--- src/rtl/core/vpp_pkg.sv ---
// vpp_pkg: shared codes and controller/datapath interface types for the
// vector pixel plotter. Used by vpp_ctrl, vpp_dp and vector_pixel_plotter.
// No dependencies.
package vpp_pkg;

  localparam int unsigned CoordW = 8;
  localparam int unsigned ColourW = 3;
  localparam int unsigned AddrW = 2 * CoordW;

  // transaction kinds
  localparam logic OP_WRITE = 1'b0;
  localparam logic OP_READ = 1'b1;

  // register offsets
  localparam logic [1:0] REG_MODE = 2'd0;
  localparam logic [1:0] REG_CMD = 2'd1;
  localparam logic [1:0] REG_LATCH = 2'd2;
  localparam logic [1:0] REG_COLOUR = 2'd3;

  // mode codes
  localparam logic [7:0] MODE_STEP = 8'd0;
  localparam logic [7:0] MODE_LOAD_Y = 8'd1;
  localparam logic [7:0] MODE_LOAD_X = 8'd2;
  localparam logic [7:0] MODE_CLEAR = 8'd3;
  localparam logic [7:0] MODE_NONE = 8'hff;

  // command byte bits in step mode
  localparam int unsigned BIT_X_DOWN = 7;
  localparam int unsigned BIT_Y_DOWN = 6;
  localparam int unsigned BIT_X_STEP = 5;
  localparam int unsigned BIT_Y_STEP = 4;

  localparam logic [7:0] CLEAR_GO = 8'd0;
  localparam logic [7:0] LATCH_GO = 8'd7;
  localparam logic [4:0] FIX_PREFIX = 5'b11111;
  localparam logic [ColourW-1:0] COLOUR_RESERVED = 3'd7;
  localparam logic [ColourW-1:0] DRAW_RESET = 3'd7;

  typedef struct packed {
    logic accept;    // input transaction taken this cycle
    logic sweep_en;  // write clear colour at the sweep address
  } vpp_cmd_t;

  typedef struct packed {
    logic fill_req;    // current input is a clear command
    logic sweep_last;  // sweep address at the last cell
  } vpp_sts_t;

endpackage

--- src/rtl/core/vpp_ctrl.sv ---
// vpp_ctrl: controller state machine for the vector pixel plotter.
// Sequences store sweeps and handshakes; depends on vpp_pkg.
module vpp_ctrl
  import vpp_pkg::*;
(
  input  logic     clk,
  input  logic     rst_n,
  input  logic     in_valid,
  input  logic     in_op,
  output logic     in_stall,
  input  logic     out_stall,
  output logic     out_valid,
  output vpp_cmd_t cmd,
  input  vpp_sts_t sts
);

  typedef enum logic {
    ST_SWEEP,
    ST_IDLE
  } state_t;

  state_t state_r;
  logic   out_valid_r;
  logic   accept;
  logic   accept_read;

  // a read needs the output register free or emptied this cycle
  assign in_stall = (state_r != ST_IDLE) ||
                    ((in_op == OP_READ) && out_valid_r && out_stall);
  assign accept = in_valid && !in_stall;
  assign accept_read = accept && (in_op == OP_READ);

  assign cmd.accept = accept;
  assign cmd.sweep_en = (state_r == ST_SWEEP);
  assign out_valid = out_valid_r;

  always_ff @(posedge clk) begin
    if (!rst_n) begin
      state_r <= ST_SWEEP;
      out_valid_r <= 1'b0;
    end else begin
      unique case (state_r)
        ST_SWEEP: begin
          if (sts.sweep_last) begin
            state_r <= ST_IDLE;
          end
        end
        ST_IDLE: begin
          if (accept && sts.fill_req) begin
            state_r <= ST_SWEEP;
          end
        end
        default: state_r <= ST_IDLE;
      endcase
      if (accept_read) begin
        out_valid_r <= 1'b1;
      end else if (!out_stall) begin
        out_valid_r <= 1'b0;
      end
    end
  end

endmodule

--- config.mk ---
export PLATFORM = sky130hd
export DESIGN_NAME = vpp_ctrl
export DESIGN_NICKNAME = d
export VERILOG_FILES = /design/src/rtl/core/vpp_pkg.sv /design/src/rtl/core/vpp_ctrl.sv
export SDC_FILE = /design/constraint.sdc
export NUM_CORES = 1
export LEC_CHECK = 0
export BUFFER_PORTS_ARGS = -buffer_cell sky130_fd_sc_hd__buf_2
export CAP_MARGIN = 10
export CORE_AREA = 2 2 39 41
export DETAILED_ROUTE_END_ITERATION = 6
export DIE_AREA = 0 0 41 43
export GPL_TIMING_DRIVEN = 0
export PLACE_DENSITY = 0.3
export SYNTH_ARGS = -nofsm -noshare
export SYNTH_HDL_FRONTEND = slang
export SYNTH_SLANG_ARGS = --single-unit
export TNS_END_PERCENT = 30
--- constraint.sdc ---
create_clock -name clk -period 2.4 [get_ports clk]
set_input_delay 0.24 -clock clk [delete_from_list [all_inputs] [get_ports clk]]
set_output_delay 0.24 -clock clk [all_outputs]
set_load 0.01 [all_outputs]
==> qor.yml, run 1 <==
final_layout:
  seq_area_um2: 40.0
  filler_cell_count: 161
  fin_area_um2: 189
  multiInputGateArea_um2: 45.0
  diodes: 0
  layout-drive-gt1-share: 0.625
  fin_nets: 33
  stdcell_count: 40
  area_delta_synth_final_pct: 96.1
placed_design:
  pre_cts_ws_ns: 1.23
  port_buffers: 10
  place_congestion: 0.599
  placed_area_um2: 166
  placed_cells: 37
global_routing:
  grt_usage: 0.0471
  met3_usage: 0.0209
  antenna_found_initial: 0
  use_met2: 0.0438
  top_usage_layer: "met1"
  overflow: 0
  grt_pass1_wl_um: 510
  grt_pass1_vias: 139
  grt_max_degree: 7
  grtUsageMet1: 0.0639
clocking:
  clockRootBuffer: "clkbuf_4"
  cts.clk_slew.worst_paths_ns: 0.03
  cts-buffers-inserted: 3
  cts_max_path_buffers: 2
  cts_tree: "yes"
  h-tree-depth: 1
  cts_resized: 0
  cts_sinks: 2
  cts_setup_buffers: 0
  hold_buffers: 0
  insertion_delay_ns: 0.22
outcome:
  status: "complete, no violations"
critical_path:
  crit_fanout: 3
  slowest_delay_ns: 0.34
  crit_type: "flop to output port"
  worstSetupEndpointType: "output port"
  worstPathRequired_ns: 2.16
  crit_chain: "nand3_1 > and3_2 > buf_4 > buf_2"
  ff2ff_path_depth: 2
  cp_data_arrival_time_ns: 1.15
  worstSetupStartpointType: "flop"
  cp_slowest_cell: "dfxtp_1"
routing:
  ant_nets: 0
  drt_iter0_drc: 0
  wl_per_cell_um: 8.30
  drt-total-wl_um: 332
  avgViaCountPerCell: 3.25
  drcViolationCount: 0
  drt_first_pass_iters: 1
  vias: 130
synth:
  yosys_register_bits: 2
  yosysSeqAreaShare: 0.416
  postSynthNetCount: 18
  synth_area_um2: 96.3
  netlist_instances: 11
  syn_avg_cell_area_um2: 8.76
  synth.distinct_cells: 10
  yosys_warnings: 0
floorplanning:
  num_rows: 14
  io_pins: 11
  dieArea_mm2: 0.00176
  die_h_um: 43
  start_util: 0.0696
  fp.dieW_um: 41
  core_mm2: 0.00138
power:
  power_density_mw_per_mm2: 677
  p_leak_uw: 0.0000923
  irDropWorstVdd_mv: 0.144
sta:
  clock_skew_ns: 0.000500
  slew_headroom: 0.877
  setup_slack_ns: 1.01
  fmax_mhz: 721
  drv_slew: 0
  setup_viol: 0
  fin_tns_setup_ns: 0
  rsz0062_at_grt: "no"
  finalCritPeriodShare: 0.578
  period_needed_ns: 1.39
  tightest_slew_ns: 0.184
  hold_viol: 0
run:
  drv_cap: 0
hold_path:
  holdCritPathClass: "primary input to flop"
  min_path_cells: 2
per-layer routing:
| layer | part of all wire | wire length (µm) | vias to the layer above |
|---|---|---|---|
| li1 | - | - | 66 |
| met2 | 0.30 | 101 | 11 |
| met3 | 0.17 | 56 | 0 |
| met1 | 0.53 | 175 | 53 |
| met4 | 0 | 0 | 0 |
| met5 | 0 | 0 | - |
placed cells by master, fill, tap and decap left out:
cell type and n:
a32oi_1 1, a41oi_1 1, and3_2 1, buf_2 10, buf_4 1, clkbuf_4 3
dfxtp_1 2, inv_1 1, nand2_1 1, nand3_1 1, nor2b_1 1, o21ai_1 1
Yosys cell counts:
cell | instances | share of area
dfxtp_1 | 2 | 0.42
and3_2 | 1 | 0.078
inv_1 | 1 | 0.039
a41oi_1 | 1 | 0.091
buf_4 | 1 | 0.078
nand2_1 | 1 | 0.039
o21ai_1 | 1 | 0.052
nor2b_1 | 1 | 0.065
a32oi_1 | 1 | 0.091
nand3_1 | 1 | 0.052
layout make-up:
type | count | area share
Timing Repair Buffer | 10 | 0.265
Multi-Input combinational cell | 7 | 0.238
Sequential cell | 2 | 0.212
Clock buffer | 3 | 0.119
Tap cell | 16 | 0.106
Buffer | 1 | 0.0397
Inverter | 1 | 0.0199
metrics by stage:
| stage | util | total power [µW] | hold WS, ns |
|---|---|---|---|
| 5_1_grt | 0.137 | 136 | 0.260 |
| 3_3_place_gp | 0.120 | 55.4 | 0.467 |
| 4_1_cts | 0.137 | 133 | 0.234 |
| 3_5_place_dp | 0.120 | 56.0 | 0.469 |
| 2_1_floorplan | - | 45.2 | 0.368 |
| 6_report | 0.137 | 128 | 0.240 |
flip-flops by register name, indices dropped and copies added, names as in the netlist:
name       count
state_r        1
out_valid      1
final timing paths:
kind         slack (ns)            endpoint                   start
max                1.01              cmd[1]  out_valid$_SDFFE_PN0P_
min reg2reg        0.54  state_r$_SDFF_PN0_      state_r$_SDFF_PN0_
max reg2reg        1.66  state_r$_SDFF_PN0_  out_valid$_SDFFE_PN0P_
min                0.24  state_r$_SDFF_PN0_                  sts[1]
worst max-delay path: cells and delay by family (launching register included):
family,cells,cell delay [ns]
flops,1,0.34
simple gates,2,0.34
buf+inv,2,0.25
power breakdown:
group          internal, µW  total, µW  leakage, µW  switching, µW
Sequential             35.4       37.7    0.0000165           2.26
Clock                  55.0       72.4    0.0000138           17.4
Combinational          9.85       17.8    0.0000620           8.00
Total                   100        128    0.0000923           27.7
cells by family (layout without fill, tap and decap cells):
logic type             Yosys count  in the layout  synth area share
AND/OR/NAND/NOR                  4              4             0.234
AO/OA/AOI/OAI                    3              3             0.234
buffers and inverters            2             15             0.117
flip-flops                       2              2             0.416
Note: power is estimated with default switching activity, not from simulation.
==> run 2: changes to the inputs <==
--- a/config.mk
+++ b/config.mk
@@ -5,13 +5,14 @@
 export SDC_FILE = /design/constraint.sdc
 export NUM_CORES = 1
 export LEC_CHECK = 0
+export ABC_AREA = 1
 export BUFFER_PORTS_ARGS = -buffer_cell sky130_fd_sc_hd__buf_2
 export CAP_MARGIN = 10
 export CORE_AREA = 2 2 39 41
 export DETAILED_ROUTE_END_ITERATION = 6
 export DIE_AREA = 0 0 41 43
 export GPL_TIMING_DRIVEN = 0
-export PLACE_DENSITY = 0.3
+export PLACE_DENSITY = 0.31
 export SYNTH_ARGS = -nofsm -noshare
 export SYNTH_HDL_FRONTEND = slang
 export SYNTH_SLANG_ARGS = --single-unit
==> constraint.sdc (replaced) <==
create_clock -name clk -period 1.13 [get_ports clk]
set_input_delay 0.113 -clock clk [delete_from_list [all_inputs] [get_ports clk]]
set_output_delay 0.113 -clock clk [all_outputs]
set_load 0.01 [all_outputs]
==> qor.yml, run 2 <==
final_layout:
  final_common_cell: "buf_2"
  multiInputGateArea_um2: 50.0
  layout-drive-gt1-share: 0.552
  area_delta_synth_final_pct: 91.9
  final_cell_mix: "9 x buf_2, 4 x inv_1, 3 x nand2_1, 3 x nor2_1, 3 x clkbuf_4"
  filler_cell_count: 167
  diodes: 0
  utilization: 0.149
  seq_area_um2: 42.5
  fin_nets: 38
critical_path:
  worstSetupStartpointType: "flop"
  crit_type: "flop to output port"
  crit_fanout: 3
  worstPathRequired_ns: 1.02
  worstSetupEndpointType: "output port"
  cp_data_arrival_time_ns: 0.91
sta:
  fin_tns_setup_ns: 0
  clock_skew_ns: 0.00316
  setup_viol: 0
  fmax_mhz: 981
  tightest_slew_ns: 0.120
  rsz0062_at_grt: "no"
  drv_slew: 0
  hold_viol: 0
  setup_slack_ns: 0.110
  period_needed_ns: 1.02
  slew_headroom: 0.920
  finalCritPeriodShare: 0.902
synth:
  syn_avg_cell_area_um2: 6.33
  synthDominantCellAreaShare: 0.372
  yosysSeqAreaShare: 0.372
  synth_top_family_by_area: "simple AND/OR/NAND/NOR gates"
  yosys_register_bits: 2
  synth-edff-count: 0
  yosysMostFrequentCell: "inv_1"
  synthTopCellsByArea: "dfxtp_1 37%, inv_1 14%, nand4_1 12%, nand2_1 10%, nor2_1 10%"
  synthXorXnorAreaFrac: 0
  synth_commonest_cells: "4 x inv_1, 3 x nand2_1, 3 x nor2_1, 2 x dfxtp_1, 2 x nand4_1"
  synth_area_um2: 108
  postSynthNetCount: 24
  synth.distinct_cells: 8
  yosys_warnings: 0
  synth_simple_gate_area_share: 0.372
  synthFlopType: "dfxtp_1"
  synth_compound_area_frac: 0.0465
  synthMuxAreaShare: 0
  synth_fa_ha_area_frac: 0
  netlist_instances: 17
  synth_area_leader_cell: "dfxtp_1"
  synth-async-reset-ratio: 0
routing:
  drt-total-wl_um: 316
  wl_per_cell_um: 7.02
  ant_nets: 0
  drt_first_pass_iters: 2
  drcViolationCount: 0
  vias: 144
  avgViaCountPerCell: 3.20
  drt_iter0_drc: 1
clocking:
  cts_max_path_buffers: 2
  clockRootBuffer: "clkbuf_4"
  h-tree-depth: 1
  hold_buffers: 0
  insertion_delay_ns: 0.22
  cts-buffers-inserted: 3
  cts.clk_slew.worst_paths_ns: 0.03
  cts_sinks: 2
  cts_tree: "yes"
floorplanning:
  fp.dieW_um: 41
  num_rows: 14
  core_mm2: 0.00138
  start_util: 0.0778
  dieArea_mm2: 0.00176
  io_pins: 11
  die_h_um: 43
hold_path:
  holdCritPathClass: "primary input to flop"
global_routing:
  grt_pass1_vias: 122
  grt_usage: 0.0480
  overflow: 0
  grt_pass1_wl_um: 469
  grt_max_degree: 6
  antenna_found_initial: 0
run:
  drv_cap: 0
power:
  irDropWorstVdd_mv: 0.627
  power_density_mw_per_mm2: 1330
  p_leak_uw: 0.000108
placed_design:
  pre_cts_ws_ns: 0.223
  place_congestion: 0.570
  port_buffers: 10
outcome:
  status: "complete, no violations"
==> run 2: logic make-up after synthesis <==
logic type	Yosys count
simple gates	9
buf+inv	5
flops	2
compound gates	1
==> run 2: path summary, 6_finish.rpt <==
kind	startpoint	end	slack (ns)	cells after the start
max reg2reg	out_valid$_SDFFE_PN0P_	state_r$_SDFF_PN0_	0.46	4
min reg2reg	out_valid$_SDFFE_PN0P_	out_valid$_SDFFE_PN0P_	0.49	2
max	out_valid$_SDFFE_PN0P_	cmd[1]	0.11	4
min	rst_n	out_valid$_SDFFE_PN0P_	0.13	3
==> run 2: where the power goes <==
group / switching (µW) / internal, µW / leakage [µW]
Sequential: 4.74 / 76.1 / 0.0000172
Combinational: 19.9 / 20.6 / 0.0000774
Clock: 36.4 / 117 / 0.0000138
==> run 2: routing by layer <==
layer  wire, µm  up-vias  track usage
met5          0        -            0
met4          0        0       0.0400
met3         69        0       0.0733
met2         65       11       0.0281
met1        181       55       0.0605
li1           -       78            -
==> run 2: area by class of cell <==
class	count	share of cell area
Multi-Input combinational cell	10	0.242
Inverter	4	0.0727
Sequential cell	2	0.206
Clock buffer	3	0.109
Timing Repair Buffer	10	0.273
Tap cell	16	0.0970
==> run 2: what timing repair did <==
item,CTS,global route
pin swaps,0,1
cloned,0,0
endpoints found under the hold margin,0,0
resized for setup,2,2
setup buffers,0,0
endpoints found under the setup margin,1,1
==> run 2: metrics by stage <==
stage	hold slack, ns	cells	cell area (µm²)	total power [µW]
finish	0.127	45	206	274
global route	0.162	45	206	304
CTS	0.124	46	206	284
detailed placement	0.368	43	178	121
global placement	0.377	43	178	122
floorplan	0.245	17	108	98.3
==> run 2: critical path, cell delays in order (launching register included) <==
cell and delay, ns:
dfxtp_2 0.32, nand3_2 0.06, nand2_1 0.06, nor2_1 0.13, buf_6 0.12
